$ cat src/rtl/ascii_matrix_text_parser_core_macros.svh
// Assertion macros shared by the matrix text parser RTL.
`ifndef ASCII_MATRIX_TEXT_PARSER_CORE_MACROS_SVH
`define ASCII_MATRIX_TEXT_PARSER_CORE_MACROS_SVH

// Check that cons holds in every cycle in which ante holds.
`define AMTP_ASSERT_IMPLIES(name, clk, rst, ante, cons, msg) \
  name: assert property (@(posedge clk) disable iff (rst) (ante) |-> (cons)) \
    else $error(msg);

// Check that cond never holds.
`define AMTP_ASSERT_NEVER(name, clk, rst, cond, msg) \
  name: assert property (@(posedge clk) disable iff (rst) !(cond)) \
    else $error(msg);

`endif

$ cat src/rtl/amtp_pkg.sv
// Shared types, constants and helpers of the matrix text parser.
package amtp_pkg;

  localparam int CHAR_LIMIT_DEF = 4096;
  localparam int DIM_W          = 12;
  localparam int VALUE_W        = 32;
  localparam int TOKQ_DEPTH     = 2;
  localparam int OUTQ_DEPTH     = 4;

  localparam logic [DIM_W-1:0] DIM_MAX = '1;

  typedef enum logic [2:0] {
    TOK_DIGIT,
    TOK_MINUS,
    TOK_SPACE,
    TOK_NEWLINE,
    TOK_OTHER,
    TOK_END
  } tok_kind_t;

  typedef struct packed {
    tok_kind_t  kind;
    logic [3:0] digit;
  } token_t;

  typedef enum logic [1:0] {
    ST_OK       = 2'd0,
    ST_INVALID  = 2'd1,
    ST_TOO_MANY = 2'd2,
    ST_MISMATCH = 2'd3
  } status_t;

  localparam logic RK_ELEMENT = 1'b0;
  localparam logic RK_STATUS  = 1'b1;

  typedef struct packed {
    logic               kind;
    logic               mat;
    logic [DIM_W-1:0]   row;
    logic [DIM_W-1:0]   col;
    logic [VALUE_W-1:0] value;
    logic [DIM_W-1:0]   inner;
    status_t            status;
    logic               last;
  } result_t;

  typedef struct packed {
    logic [$clog2(OUTQ_DEPTH):0] level;
  } outq_stat_t;

  function automatic logic [DIM_W-1:0] sat_inc(input logic [DIM_W-1:0] v);
    return (v == DIM_MAX) ? DIM_MAX : v + DIM_W'(1);
  endfunction

endpackage

$ cat src/rtl/amtp_front.sv
// Front end: classify input bytes and queue the resulting tokens.
module amtp_front
  import amtp_pkg::*;
(
  input  logic       clk,
  input  logic       rst,
  input  logic       push,
  output logic       full,
  input  logic [7:0] char_byte,
  input  logic       end_of_input,
  output logic       tok_valid,
  output token_t     tok,
  input  logic       tok_pop
);

  localparam int PW = (TOKQ_DEPTH > 1) ? $clog2(TOKQ_DEPTH) : 1;

  token_t          slots [TOKQ_DEPTH];
  logic [PW-1:0]   wptr;
  logic [PW-1:0]   rptr;
  logic [PW:0]     level;
  logic            push_fire;
  token_t          tok_in;

  // Classify the incoming byte.
  always_comb begin
    tok_in.digit = char_byte[3:0];
    if (end_of_input) begin
      tok_in.kind = TOK_END;
    end else if (char_byte inside {[8'd48:8'd57]}) begin
      tok_in.kind = TOK_DIGIT;
    end else if (char_byte == 8'd45) begin
      tok_in.kind = TOK_MINUS;
    end else if (char_byte == 8'd32) begin
      tok_in.kind = TOK_SPACE;
    end else if (char_byte == 8'd10) begin
      tok_in.kind = TOK_NEWLINE;
    end else begin
      tok_in.kind = TOK_OTHER;
    end
  end

  assign full      = (level == (PW+1)'(TOKQ_DEPTH));
  assign push_fire = push && !full;
  assign tok_valid = (level != '0);
  assign tok       = slots[rptr];

  always_ff @(posedge clk) begin
    if (push_fire) begin
      slots[wptr] <= tok_in;
    end
  end

  always_ff @(posedge clk) begin
    if (rst) begin
      wptr  <= '0;
      rptr  <= '0;
      level <= '0;
    end else begin
      if (push_fire) begin
        wptr <= (wptr == PW'(TOKQ_DEPTH - 1)) ? '0 : wptr + PW'(1);
      end
      if (tok_pop) begin
        rptr <= (rptr == PW'(TOKQ_DEPTH - 1)) ? '0 : rptr + PW'(1);
      end
      level <= level + (PW+1)'(push_fire) - (PW+1)'(tok_pop);
    end
  end

endmodule

$ cat src/rtl/amtp_exec.sv
// Back end: run the parser state on each token and form result transactions.
module amtp_exec
  import amtp_pkg::*;
#(
  parameter int CHAR_LIMIT = CHAR_LIMIT_DEF
) (
  input  logic       clk,
  input  logic       rst,
  input  logic       tok_valid,
  input  token_t     tok,
  output logic       tok_pop,
  input  outq_stat_t outq_stat,
  output logic [1:0] wr_count,
  output result_t    wr_data0,
  output result_t    wr_data1
);

  localparam int BW = $clog2(CHAR_LIMIT);
  localparam logic [BW-1:0] BYTE_LAST = BW'(CHAR_LIMIT - 1);

  logic [VALUE_W-1:0] accumulator, accumulator_next;
  logic               negative_flag, negative_flag_next;
  logic               have_digits, have_digits_next;
  logic               second_matrix, second_matrix_next;
  logic               prev_newline, prev_newline_next;
  logic [DIM_W-1:0]   cur_row, cur_row_next;
  logic [DIM_W-1:0]   cur_col, cur_col_next;
  logic [DIM_W-1:0]   first_cols, first_cols_next;
  logic [DIM_W-1:0]   first_rows, first_rows_next;
  logic [DIM_W-1:0]   second_cols, second_cols_next;
  logic [DIM_W-1:0]   second_rows, second_rows_next;
  logic [BW-1:0]      byte_count, byte_count_next;
  status_t            error_state, error_state_next;

  logic    fire;
  result_t elem;
  result_t report;

  // Room for two results is needed before taking a token.
  assign fire    = tok_valid &&
                   (outq_stat.level <= ($clog2(OUTQ_DEPTH)+1)'(OUTQ_DEPTH - 2));
  assign tok_pop = fire;

  always_comb begin
    elem        = '0;
    elem.kind   = RK_ELEMENT;
    elem.mat    = second_matrix;
    elem.row    = cur_row;
    elem.col    = cur_col;
    elem.value  = negative_flag ? (VALUE_W'(0) - accumulator) : accumulator;
    elem.status = ST_OK;
    elem.last   = 1'b1;

    report       = '0;
    report.kind  = RK_STATUS;
    report.row   = first_rows;
    report.col   = second_cols;
    report.inner = first_cols;
    report.last  = 1'b1;
    if (error_state != ST_OK) begin
      report.status = error_state;
    end else if (first_cols != second_rows) begin
      report.status = ST_MISMATCH;
    end else begin
      report.status = ST_OK;
    end
  end

  always_comb begin
    accumulator_next   = accumulator;
    negative_flag_next = negative_flag;
    have_digits_next   = have_digits;
    second_matrix_next = second_matrix;
    prev_newline_next  = prev_newline;
    cur_row_next       = cur_row;
    cur_col_next       = cur_col;
    first_cols_next    = first_cols;
    first_rows_next    = first_rows;
    second_cols_next   = second_cols;
    second_rows_next   = second_rows;
    byte_count_next    = byte_count;
    error_state_next   = error_state;
    wr_count           = 2'd0;
    wr_data0           = elem;
    wr_data1           = report;

    if (fire) begin
      if (tok.kind == TOK_END) begin
        // Flush a trailing number, report, then start afresh.
        if (error_state == ST_OK && have_digits) begin
          wr_data0      = elem;
          wr_data0.last = 1'b0;
          wr_data1      = report;
          wr_count      = 2'd2;
        end else begin
          wr_data0 = report;
          wr_count = 2'd1;
        end
        accumulator_next   = '0;
        negative_flag_next = 1'b0;
        have_digits_next   = 1'b0;
        second_matrix_next = 1'b0;
        prev_newline_next  = 1'b0;
        cur_row_next       = '0;
        cur_col_next       = '0;
        first_cols_next    = '0;
        first_rows_next    = '0;
        second_cols_next   = '0;
        second_rows_next   = '0;
        byte_count_next    = '0;
        error_state_next   = ST_OK;
      end else if (error_state != ST_OK) begin
        // Drop characters after an error.
      end else if (byte_count >= BYTE_LAST) begin
        error_state_next = ST_TOO_MANY;
      end else begin
        byte_count_next = byte_count + BW'(1);
        case (tok.kind)
          TOK_DIGIT: begin
            accumulator_next = (accumulator << 3) + (accumulator << 1)
                               + VALUE_W'(tok.digit);
            have_digits_next  = 1'b1;
            prev_newline_next = 1'b0;
          end
          TOK_MINUS: begin
            negative_flag_next = 1'b1;
            prev_newline_next  = 1'b0;
          end
          TOK_SPACE: begin
            wr_count           = have_digits ? 2'd1 : 2'd0;
            accumulator_next   = '0;
            negative_flag_next = 1'b0;
            have_digits_next   = 1'b0;
            if (!second_matrix && first_rows == '0) begin
              first_cols_next = sat_inc(first_cols);
            end
            if (second_matrix && second_rows == '0) begin
              second_cols_next = sat_inc(second_cols);
            end
            cur_col_next      = sat_inc(cur_col);
            prev_newline_next = 1'b0;
          end
          TOK_NEWLINE: begin
            accumulator_next   = '0;
            negative_flag_next = 1'b0;
            have_digits_next   = 1'b0;
            prev_newline_next  = !prev_newline;
            if (prev_newline) begin
              // Blank line: move on to matrix B once.
              if (!second_matrix) begin
                second_matrix_next = 1'b1;
                cur_row_next       = '0;
                cur_col_next       = '0;
              end
            end else begin
              wr_count = have_digits ? 2'd1 : 2'd0;
              if (!second_matrix) begin
                if (first_rows == '0) begin
                  first_cols_next = sat_inc(first_cols);
                end
                first_rows_next = sat_inc(first_rows);
              end else begin
                if (second_rows == '0) begin
                  second_cols_next = sat_inc(second_cols);
                end
                second_rows_next = sat_inc(second_rows);
              end
              cur_row_next = sat_inc(cur_row);
              cur_col_next = '0;
            end
          end
          default: begin
            byte_count_next  = byte_count;
            error_state_next = ST_INVALID;
          end
        endcase
      end
    end
  end

  always_ff @(posedge clk) begin
    if (rst) begin
      accumulator   <= '0;
      negative_flag <= 1'b0;
      have_digits   <= 1'b0;
      second_matrix <= 1'b0;
      prev_newline  <= 1'b0;
      cur_row       <= '0;
      cur_col       <= '0;
      first_cols    <= '0;
      first_rows    <= '0;
      second_cols   <= '0;
      second_rows   <= '0;
      byte_count    <= '0;
      error_state   <= ST_OK;
    end else begin
      accumulator   <= accumulator_next;
      negative_flag <= negative_flag_next;
      have_digits   <= have_digits_next;
      second_matrix <= second_matrix_next;
      prev_newline  <= prev_newline_next;
      cur_row       <= cur_row_next;
      cur_col       <= cur_col_next;
      first_cols    <= first_cols_next;
      first_rows    <= first_rows_next;
      second_cols   <= second_cols_next;
      second_rows   <= second_rows_next;
      byte_count    <= byte_count_next;
      error_state   <= error_state_next;
    end
  end

endmodule

$ cat src/rtl/amtp_outq.sv
// Result queue: takes up to two results a cycle, hands out one.
module amtp_outq
  import amtp_pkg::*;
(
  input  logic       clk,
  input  logic       rst,
  input  logic [1:0] wr_count,
  input  result_t    wr_data0,
  input  result_t    wr_data1,
  input  logic       pop,
  output logic       empty,
  output result_t    rd_data,
  output outq_stat_t stat
);

  localparam int PW = $clog2(OUTQ_DEPTH);

  result_t       slots [OUTQ_DEPTH];
  logic [PW-1:0] wptr;
  logic [PW-1:0] rptr;
  logic [PW:0]   level;
  logic          pop_fire;

  assign empty      = (level == '0);
  assign pop_fire   = pop && !empty;
  assign rd_data    = slots[rptr];
  assign stat.level = level;

  always_ff @(posedge clk) begin
    if (wr_count != 2'd0) begin
      slots[wptr] <= wr_data0;
    end
    if (wr_count == 2'd2) begin
      slots[wptr + PW'(1)] <= wr_data1;
    end
  end

  always_ff @(posedge clk) begin
    if (rst) begin
      wptr  <= '0;
      rptr  <= '0;
      level <= '0;
    end else begin
      wptr  <= wptr + PW'(wr_count);
      if (pop_fire) begin
        rptr <= rptr + PW'(1);
      end
      level <= level + (PW+1)'(wr_count) - (PW+1)'(pop_fire);
    end
  end

endmodule

$ cat src/rtl/ascii_matrix_text_parser_core.sv
// Path: a byte is registered in the token queue, its result in the result queue.
// Throughput: one byte per cycle while the result queue has room for two results.
// End of input with a pending number and no error yields two results, drained one per pop.
// Reset: synchronous, active high rst empties both queues and clears all parser state.
// No clearing pass: the block accepts bytes in the first cycle after reset.
// Top level of the ASCII matrix text parser.
`include "ascii_matrix_text_parser_core_macros.svh"

module ascii_matrix_text_parser_core
  import amtp_pkg::*;
#(
  parameter int CHAR_LIMIT = CHAR_LIMIT_DEF
) (
  input  logic                      clk,
  input  logic                      rst,
  // Input side: a queue that takes one character transaction per push.
  input  logic                      push,
  output logic                      full,
  input  logic [7:0]                char_byte,
  input  logic                      end_of_input,
  // Result side: the oldest result sits on the ports while empty is low.
  output logic                      empty,
  input  logic                      pop,
  output logic                      result_kind,
  output logic                      matrix_select,
  output logic [DIM_W-1:0]          row_index,
  output logic [DIM_W-1:0]          col_index,
  output logic signed [VALUE_W-1:0] elem_value,
  output logic [DIM_W-1:0]          inner_dim,
  output logic [1:0]                status_code,
  output logic                      last_result
);

  // Token path from the classifier to the execution stage.
  logic       tok_valid;
  token_t     tok;
  logic       tok_pop;

  // Result path from the execution stage to the result queue.
  logic [1:0] wr_count;
  result_t    wr_data0;
  result_t    wr_data1;
  result_t    head;
  outq_stat_t outq_stat;

  // Classify each byte and hold it in a short token queue, so the front keeps
  // taking transactions while the back waits for room in the result queue.
  amtp_front u_front (
    .clk          (clk),
    .rst          (rst),
    .push         (push),
    .full         (full),
    .char_byte    (char_byte),
    .end_of_input (end_of_input),
    .tok_valid    (tok_valid),
    .tok          (tok),
    .tok_pop      (tok_pop)
  );

  // Advance the parser by one token per cycle while the result queue has room; emit up to two results.
  amtp_exec #(
    .CHAR_LIMIT (CHAR_LIMIT)
  ) u_exec (
    .clk       (clk),
    .rst       (rst),
    .tok_valid (tok_valid),
    .tok       (tok),
    .tok_pop   (tok_pop),
    .outq_stat (outq_stat),
    .wr_count  (wr_count),
    .wr_data0  (wr_data0),
    .wr_data1  (wr_data1)
  );

  // Hold results until the consumer pops them; this is the output register
  // stage that parts the two sides.
  amtp_outq u_outq (
    .clk      (clk),
    .rst      (rst),
    .wr_count (wr_count),
    .wr_data0 (wr_data0),
    .wr_data1 (wr_data1),
    .pop      (pop),
    .empty    (empty),
    .rd_data  (head),
    .stat     (outq_stat)
  );

  // Unpack the head of the result queue onto the ports.
  assign result_kind   = head.kind;
  assign matrix_select = head.mat;
  assign row_index     = head.row;
  assign col_index     = head.col;
  assign elem_value    = $signed(head.value);
  assign inner_dim     = head.inner;
  assign status_code   = head.status;
  assign last_result   = head.last;

  // The back stage only takes a token with room for two results.
  `AMTP_ASSERT_IMPLIES(a_exec_room, clk, rst, tok_pop,
    outq_stat.level <= ($clog2(OUTQ_DEPTH)+1)'(OUTQ_DEPTH - 2),
    "token taken without room for two results")

  // A status report always closes its transaction.
  `AMTP_ASSERT_IMPLIES(a_status_last, clk, rst, !empty && result_kind == RK_STATUS,
    last_result, "status report not marked last")

  // A non-final result is always queued together with the report behind it.
  `AMTP_ASSERT_IMPLIES(a_pair_whole, clk, rst, !empty && !last_result,
    outq_stat.level >= ($clog2(OUTQ_DEPTH)+1)'(2), "result pair split in queue")

  // Two writes in a cycle come only from an end-of-input token.
  `AMTP_ASSERT_NEVER(a_pair_source, clk, rst, wr_count == 2'd2 && tok.kind != TOK_END,
    "two results from a character token")

endmodule
$ cat config.mk
export PLATFORM = sky130hd
export DESIGN_NAME = ascii_matrix_text_parser_core
export DESIGN_NICKNAME = d
export VERILOG_FILES = /design/src/rtl/amtp_pkg.sv /design/src/rtl/amtp_front.sv /design/src/rtl/amtp_exec.sv /design/src/rtl/amtp_outq.sv /design/src/rtl/ascii_matrix_text_parser_core.sv
export VERILOG_INCLUDE_DIRS = /design/src /design/src/rtl
export SDC_FILE = /design/constraint.sdc
export NUM_CORES = 1
export LEC_CHECK = 0
export BUFFER_PORTS_ARGS = -buffer_cell sky130_fd_sc_hd__clkbuf_2
export CAP_MARGIN = 20
export CORE_ASPECT_RATIO = 0.6
export CORE_UTILIZATION = 60
export DETAILED_ROUTE_END_ITERATION = 8
export HOLD_SLACK_MARGIN = 0.08
export PLACE_DENSITY = 0.78
export SYNTH_ARGS = -nofsm -noshare
export SYNTH_HDL_FRONTEND = slang
export SYNTH_SLANG_ARGS = --single-unit
$ cat constraint.sdc
create_clock -name clk -period 7.1 [get_ports clk]
set_clock_uncertainty 0.2 [all_clocks]
set_input_delay 0.71 -clock clk [delete_from_list [all_inputs] [get_ports clk]]
set_output_delay 0.71 -clock clk [all_outputs]
set_load 0.01 [all_outputs]
## After elaboration in Yosys (flattened, before gate mapping)

Memories as Yosys holds them, arrays and structs flattened. A register that Yosys moved wholly into a read port is not among the register bits.
Index checks and enable logic that the tools add are counted.

- Order comparisons: 4
- Muxes and demuxes: 105
- Eq/ne operators: 30
- Reductions and logical operators: 42
- Add/sub/neg operators: 19

Operators by type and width:

| kind | number |
|---|---|
| $mux 12 | 46 |
| $mux 73 | 3 |
| $mux 32 | 4 |
| $add 12x1->12 const B | 7 |
| $eq 12x12->1 const B | 6 |
| $pmux 12 s2 | 3 |
| $pmux 32 s2 | 1 |
| $add 32x32->32 | 1 |
| $add 32x4->32 | 1 |
| $sub 1x32->32 const A | 1 |
| $mux 2 | 14 |
| $mux 1 | 25 |
| $logic_not 12->1 | 2 |
| $ne 3x1->1 const B | 6 |
| $eq 8x6->1 const B | 2 |
| $reduce_and 4->1 | 4 |
| $reduce_and 8->1 | 2 |
| $mux 3 | 5 |
| $reduce_and 5->1 | 3 |
| $reduce_bool 2->1 | 7 |
| $ge 12x12->1 const B | 1 |
| $ne 12x12->1 | 1 |
| $reduce_and 6->1 | 2 |
| $reduce_bool 3->1 | 4 |
| other kinds (29) | 49 |

- Input port bits: 13
- Memories: 2
- Bits in writable memories: 306
- Bits in registers: 133
- Output and inout port bits: 75
- Word-level logic and storage cells: 221

Memory list:

| name | words | bits a word | read ports | clocked after memory_dff | wr ports | RTL line | RTL |
|---|---|---|---|---|---|---|---|
| u_outq.slots | 4 | 73 | 1 | 1 | 2 | amtp_outq.sv:18 | `result_t slots [OUTQ_DEPTH];` |
| u_front.slots | 2 | 7 | 1 | 1 | 1 | amtp_front.sv:18 | `token_t slots [TOKQ_DEPTH];` |

## Longest topological paths before layout

Gate-level depths: netlist of run 1.

- Depth in word-level cells: 10
- Gate-level depth with buffers: 13
- Mapped depth without buffers: 13

## Modules after synthesis

From an unflattened synthesis of run 1, not the netlist that was laid out.

- Cell total of the unflattened synthesis: 2096
- Area, all modules: 24962.7 um^2

By module, submodules not included:

| module | area an instance (um^2) | seq. area each (um^2) | cells an instance | instances |
|---|---|---|---|---|
| amtp_outq | 14639.0 | 8948.6 | 754 | 1 |
| amtp_exec | 9459.1 | 2442.3 | 1278 | 1 |
| amtp_front | 864.6 | 520.5 | 64 | 1 |

## Worst setup path before layout of run 1

OpenSTA, ideal clock, no wires.

- Path kind: register to register
- Start: register (tool-made name)
- End: register u_exec.accumulator[28]
- Data required time: 6771 ps
- Setup slack: 3660 ps
- Path buffers: 1
- Data arrival time: 3112 ps
- Period minus slack after synthesis: 3440 ps
- Stages on the path, launching flop included: 14
- Library setup time: 129 ps
- Cells stage by stage: dfxtp_1 buf_6 mux2_2 ha_1 ha_1 fa_1 a21oi_1 nand3b_1 nand2_1 a211o_1 a21bo_2 a211oi_1 xor2_1 o21ai_0

RTL lines:

| element | RTL line | RTL |
|---|---|---|
| to (signal assigned) | amtp_exec.sv:197 | `accumulator <= accumulator_next;` |
| to (decl) | amtp_exec.sv:21 | `logic [VALUE_W-1:0] accumulator, accumulator_next;` |

==> flow_summary.yaml, run 1 <==
worst_setup_path:
  crit_arrival_ns: 4.58
  cp_max_fo: 68
  worstSetupPathType: "register to register"
  path_cells: "inv_1 > o21ai_1 > inv_1 > nand3_1 > o21ai_1 > nand2_2 > buf_4 > nand2_2 > buf_16"
  cp_slowest_cell: "nand2_2"
  max_stage_delay_ns: 0.60
  end_kind: "register"
  cp.required_ns: 7.21
  cp-start-kind: "register"
min_path:
  hold_path.class: "input pin to register"
yosys:
  ys_warn_count: 0
  ys_ff_latch: 442
  ys_types: 75
  postSynthCellCount: 2204
  synth.largest_area_cell: "dfxtp_1"
  synthesis.area_mm2: 0.02230
  synth_area_per_cell_um2: 10.12
  synth_top_area_share_pct: 24.78
  ys.flop_type: "dfxtp_1"
  postSynthNetCount: 2294
  synth-edff-count: 166
  async_reset_ff_share_pct: 0
  ys_seq_area_share_pct: 47.14
  yosys-top-cells-area: "dfxtp_1 25%, edfxtp_1 22%, mux4_2 7.4%"
routing:
  drt_wl_total_um: 58580
  ant_nets: 0
  drt_iter0_drc: 2205
  drc: 0
  vias: 17826
  routedWlPerCell_um: 21.73
  drtPass1Iterations: 8
  viasPerCell: 6.612
cts:
  ctsLongestPathBuffers: 3
  numCtsBuffers: 41
  cts_resized: 0
  htree_levels: 2
  post_cts_buffers: 0
  clock-sinks: 442
  cts-root-buf: "clkbuf_16"
  path_clk_slew_ns: 0.06
  ctsHoldBuffers: 0
  clkLatencyLatePin_ns: 0.57
  cts_tree: "built"
layout:
  largest-register: "u_outq.slots"
  layout_common_cells: "274 x dfxtp_1, 218 x o21ai_0, 201 x nand3_1"
  largest_register_ff_count: 292
  nets: 2276
  drive_gt1_share_pct: 13.34
  final_common_cell: "dfxtp_1"
  reg_top3: "u_outq.slots x292, u_exec.accumulator x32, u_front.slots x14"
  post-route-util_pct: 66.56
  final_area_mm2: 0.02428
  synthToLayoutAreaGrowth_pct: 8.911
  finalNonFillerCells: 2696
sta:
  hold_violations: 0
  worst_slew_pin_slew_ns: 1.072
  setup-violations-final: 0
  finalCriticalPeriod_ns: 4.472
  slew_headroom_pct: 28.53
  rsz0062_at_grt: "false"
  fmax_mhz: 223.6
  drv_slew: 0
  finalSetupTns_ns: 0
  final.setup.worst_slack_ns: 2.628
  period_share_pct: 62.99
grt:
  gr-total-overflow: 0
  grt_pass1_wl_um: 91360
  grt_usage_pct: 30.65
  antenna_found_initial: 2
  grt_max_degree: 71
  grt_pass1_vias: 16376
placement:
  post-place-ws_ns: 2.503
  placedCellCount: 2617
  gp_congestion: 0.9053
  dpl.hpwl_um: 38840
  postPlaceCellArea_mm2: 0.02291
  port_buffers: 87
floorplan:
  coreArea_mm2: 0.03649
  start_util_pct: 61.11
  num_rows: 54
  die_area_mm2: 0.03796
  die_w_um: 250.9
  io-pin-count: 88
  die_h_um: 151.3
flow_run:
  cap_violations: 0
run_status:
  status: "finished clean"
power:
  ir_worst_vdd_uv: 174.3
  power_leakage_nw: 8.876
  power_per_cell_area_mw_per_mm2: 269.2
-- synthesized netlist by cell type (all sizes together), types with 13 or more instances --
master / n
dfxtp: 276
o21ai: 251
nand3: 202
edfxtp: 166
nand2: 148
clkbuf: 133
a22o: 127
nor2: 93
a21oi: 82
ha: 74
mux4: 73
and3: 59
xnor2: 57
inv: 53
and2: 46
buf: 42
nor3: 42
xor2: 28
a21o: 23
nor2b: 21
or3: 19
o31ai: 18
a211oi: 16
nand2b: 13
nand4: 13
-- metrics by stage --
stage	power, mW	hold WS (ns)
2_1_floorplan	3.930	0.2211
3_3_place_gp	4.336	0.2294
3_5_place_dp	4.389	0.2344
4_1_cts	6.542	0.1765
5_1_grt	6.780	0.1897
6_report	6.537	0.1931
-- layer usage --
metal	GRT usage (%)	wire length, um	vias to the layer above
met5	0	0	-
met3	6.874	7088	79
met4	6.738	966	0
li1	-	-	8161
met1	47.30	26220	8640
met2	43.51	24300	946
-- report_power, final --
part / switching (mW) / internal (mW) / total, mW
logic: 0.858 / 0.555 / 1.41
registers: 0.164 / 2.78 / 2.94
clock network: 0.979 / 1.21 / 2.18
total: 2.00 / 4.54 / 6.54
-- layout make-up --
type | count | area (um2)
Antenna cell | 1 | 2.502
Clock buffer | 59 | 1219
Clock inverter | 17 | 116.4
Fill cell | 2715 | 12200
Inverter | 53 | 198.9
Multi-Input combinational cell | 1534 | 10940
Sequential cell | 442 | 10520
Tap cell | 476 | 595.6
Timing Repair Buffer | 114 | 695.7
-- critical path: cells and delay by family, from the launching register on --
kind | cells | cell delay [ns]
compound gates | 2 | 0.97
buf+inv | 4 | 1.37
flops | 1 | 0.33
simple gates | 3 | 1.32
-- final timing paths --
kind | cells after the start | slack, ns | to | start
worst min-delay path | 1 | 0.19 | u_front.slots[0][0]$_DFFE_PP_ | char_byte[0]
worst min register to register | 1 | 0.26 | u_outq.slots[3][72]$_SDFFE_PP1N_ | u_outq.slots[3][72]$_SDFFE_PP1N_
worst max-delay path | 9 | 2.63 | u_outq.slots[0][52]$_DFFE_PP_ | u_outq.stat[0]$_SDFF_PP0_
worst max register to register | 9 | 2.63 | u_outq.slots[0][52]$_DFFE_PP_ | u_outq.stat[0]$_SDFF_PP0_
-- kinds of logic after synthesis --
family | Yosys count | synth area share (%)
muxes | 85 | 7.934
DFF | 442 | 47.14
xor gates and xnor gates | 85 | 3.339
buffers and inverters | 228 | 3.978
adders and majority gates | 77 | 4.422
AOI/OAI and AO/OA | 589 | 17.28
and+or+nand+nor | 698 | 15.91
No activity file was read; power rests on OpenSTA's default activity.
==> run 2: changes to the inputs <==
==> constraint.sdc (replaced) <==
create_clock -name clk -period 4.4 [get_ports clk]
set_clock_uncertainty 0.2 [all_clocks]
set_input_delay 0.44 -clock clk [delete_from_list [all_inputs] [get_ports clk]]
set_output_delay 0.44 -clock clk [all_outputs]
set_load 0.01 [all_outputs]
==> run 2 against run 1 <==
Via count is 1.1% higher. Clock power is 67% higher. Core utilization is 0.62 points higher. Total power is 64% higher. Global-route usage is 0.78 points higher. Die area stayed put. Critical endpoint is now u_exec.accumulator[28]$_SDFFE_PP0P_. Largest power group unchanged.
==> flow_summary.yaml, run 2 (synthesis results as in run 1) <==
run_status:
  status: "finished clean"
worst_setup_path:
  end_kind: "register"
  cp-start-kind: "register"
  critical_path.top_delay_family: "compound AO/OA/AOI/OAI gates"
  crit_arrival_ns: 4.16
  r2r-end: "u_exec.accumulator[28]$_SDFFE_PP0P_"
  cp_max_fo: 14
  rrSetupSlack_ns: 0.46
  cp.required_ns: 4.61
  cp_common_cell: "ha_1"
  worst-r2r-cell-count: 12
  path_buf_inv: 0
  setup.worst_path.end: "u_exec.accumulator[28]$_SDFFE_PP0P_"
  cp_slowest_cell: "dfxtp_1"
  max_stage_delay_ns: 0.67
  path_cells: "mux2_2 > ha_1 > ha_1 > fa_1 > a21oi_1 > nand3b_1 > nand2_1 > a211o_1 > a21bo_2 > a211oi_1 > xor2_1 > o21ai_0"
  worstSetupPathType: "register to register"
  cp.depth: 12
grt:
  grt_max_degree: 70
  grt_usage_pct: 31.42
  grt_pass1_vias: 16614
  gr-total-overflow: 0
  grt_pass1_wl_um: 93190
  antenna_found_initial: 0
power:
  swShare_pct: 30.55
  clkPwrFrac_pct: 33.8
  power_leakage_nw: 9.001
  power.share.sequential_pct: 44.4
  switchingPower_mw: 3.277
  cellInternalPower_mw: 7.449
  p_comb_share_pct: 21.8
  ir_worst_vdd_uv: 266.9
  power_per_cell_area_mw_per_mm2: 437.6
layout:
  fillCellCount: 2720
  reg_top3: "u_outq.slots x292, u_exec.accumulator x32, u_front.slots x14"
  synthToLayoutAreaGrowth_pct: 9.932
  nets: 2299
  seq_area_mm2: 0.01052
  layout_common_cells: "274 x dfxtp_1, 218 x o21ai_0, 201 x nand3_1"
  largest-register: "u_outq.slots"
  drive_gt1_share_pct: 13.53
  final_area_mm2: 0.02451
  final_common_cell: "dfxtp_1"
  multi_input_area_mm2: 0.01093
  largest_register_ff_count: 292
  antenna_cells: 0
sta:
  finalSetupTns_ns: 0
  worst_slew_pin_slew_ns: 1.025
  slew_headroom_pct: 31.56
  setup-violations-final: 0
  rsz0062_at_grt: "false"
  finalCriticalPeriod_ns: 3.943
  hold_violations: 0
  final.setup.worst_slack_ns: 0.4567
  fmax_mhz: 253.6
  drv_slew: 0
  period_share_pct: 89.62
min_path:
  hold_depth: 4
  hold_path.class: "input pin to register"
placement:
  postPlaceCellArea_mm2: 0.02306
  gp_congestion: 0.9126
  dpl.hpwl_um: 40060
  port_buffers: 87
  post-place-ws_ns: 0.4908
cts:
  numCtsBuffers: 42
  clkLatencyLatePin_ns: 0.57
  cts_resized: 0
  htree_levels: 2
  path_clk_slew_ns: 0.07
  clock-sinks: 442
  post_cts_buffers: 0
  cts-root-buf: "clkbuf_16"
  cts_tree: "built"
  ctsLongestPathBuffers: 3
routing:
  drt_wl_total_um: 60190
  viasPerCell: 6.637
  drtPass1Iterations: 6
  ant_nets: 0
  vias: 18026
  drt_iter0_drc: 2196
  routedWlPerCell_um: 22.16
  drc: 0
floorplan:
  num_rows: 54
  die_h_um: 151.3
  io-pin-count: 88
  start_util_pct: 61.11
  die_w_um: 250.9
  coreArea_mm2: 0.03649
  die_area_mm2: 0.03796
flow_run:
  cap_violations: 0
## run 2: cell count changes in the layout (fill, tap and decap cells not counted), moves of 4 or more
cell	delta
buf_4	+13
dlygate4sd3_1	+6
clkinv_2	-5
clkbuf_8	-4
clkinv_1	+4
clkinvlp_4	-4
## run 2: power by group through the flow
stage	clock [mW]	sequential [mW]	combinational, mW
detailed placement	0	4.86	2.28
floorplan	0	4.65	1.69
CTS	3.64	4.77	2.30
finish	3.63	4.77	2.33
global placement	0	4.84	2.23
global route	3.79	4.81	2.50
## run 2: metal layers
| metal | vias to the layer above | track usage [%] | share of wire (%) |
|---|---|---|---|
| met5 | - | 0 | 0 |
| met4 | 0 | 7.591 | 1.8 |
| met3 | 102 | 6.977 | 12 |
| met2 | 1007 | 44.89 | 42 |
| met1 | 8696 | 48.04 | 44 |
| li1 | 8221 | - | - |
## run 2: worst reg2reg max path: stages (launching register included)
cell and delay, ns:
dfxtp_1 0.67, mux2_2 0.42, ha_1 0.29, ha_1 0.23, fa_1 0.40, a21oi_1 0.21
nand3b_1 0.16, nand2_1 0.11, a211o_1 0.36, a21bo_2 0.25, a211oi_1 0.27, xor2_1 0.16
o21ai_0 0.08
## run 2: how the worst min path moves through the flow
stage / startpoint / end / slack, ns
final: char_byte[4] / u_front.slots[0][5]$_DFFE_PP_ / 0.16
after CTS: char_byte[4] / u_front.slots[0][5]$_DFFE_PP_ / 0.14
after global routing: char_byte[5] / u_front.slots[1][6]$_DFFE_PP_ / 0.18
after floorplan: u_outq.slots[2][72]$_SDFFE_PP1P_ / u_outq.slots[2][72]$_SDFFE_PP1P_ / 0.22
after detailed placement: u_outq.slots[3][46]$_SDFFE_PP0N_ / u_outq.slots[3][46]$_SDFFE_PP0N_ / 0.25
after global placement: u_outq.slots[1][72]$_SDFFE_PP1P_ / u_outq.slots[1][72]$_SDFFE_PP1P_ / 0.23
## run 2: repair_timing
action,4_1_cts,5_1_grt
setup endpoints to repair,0,0
hold buffers,6,0
hold endpoints to repair,15,0
## run 2: area by class of cell
class / instances / share of cell area [%]
clock inverter: 16 / 0.6278
sequential: 442 / 42.91
tap: 476 / 2.430
clock buffer: 59 / 4.895
inverter: 53 / 0.8116
multi-input combinational: 1534 / 44.60
timing repair buffer: 136 / 3.726
## run 2: per-stage QoR
| step | utilization (%) | cells | power, mW | hold WS, ns |
|---|---|---|---|---|
| detailed placement | 63.21 | 2633 | 7.141 | 0.2490 |
| floorplan | - | 2204 | 6.341 | 0.2211 |
| global placement | 63.21 | 2633 | 7.068 | 0.2316 |
| global route | 67.18 | 2716 | 11.11 | 0.1836 |
| CTS | 67.09 | 2714 | 10.71 | 0.1390 |
| finish | 67.18 | 2716 | 10.73 | 0.1582 |
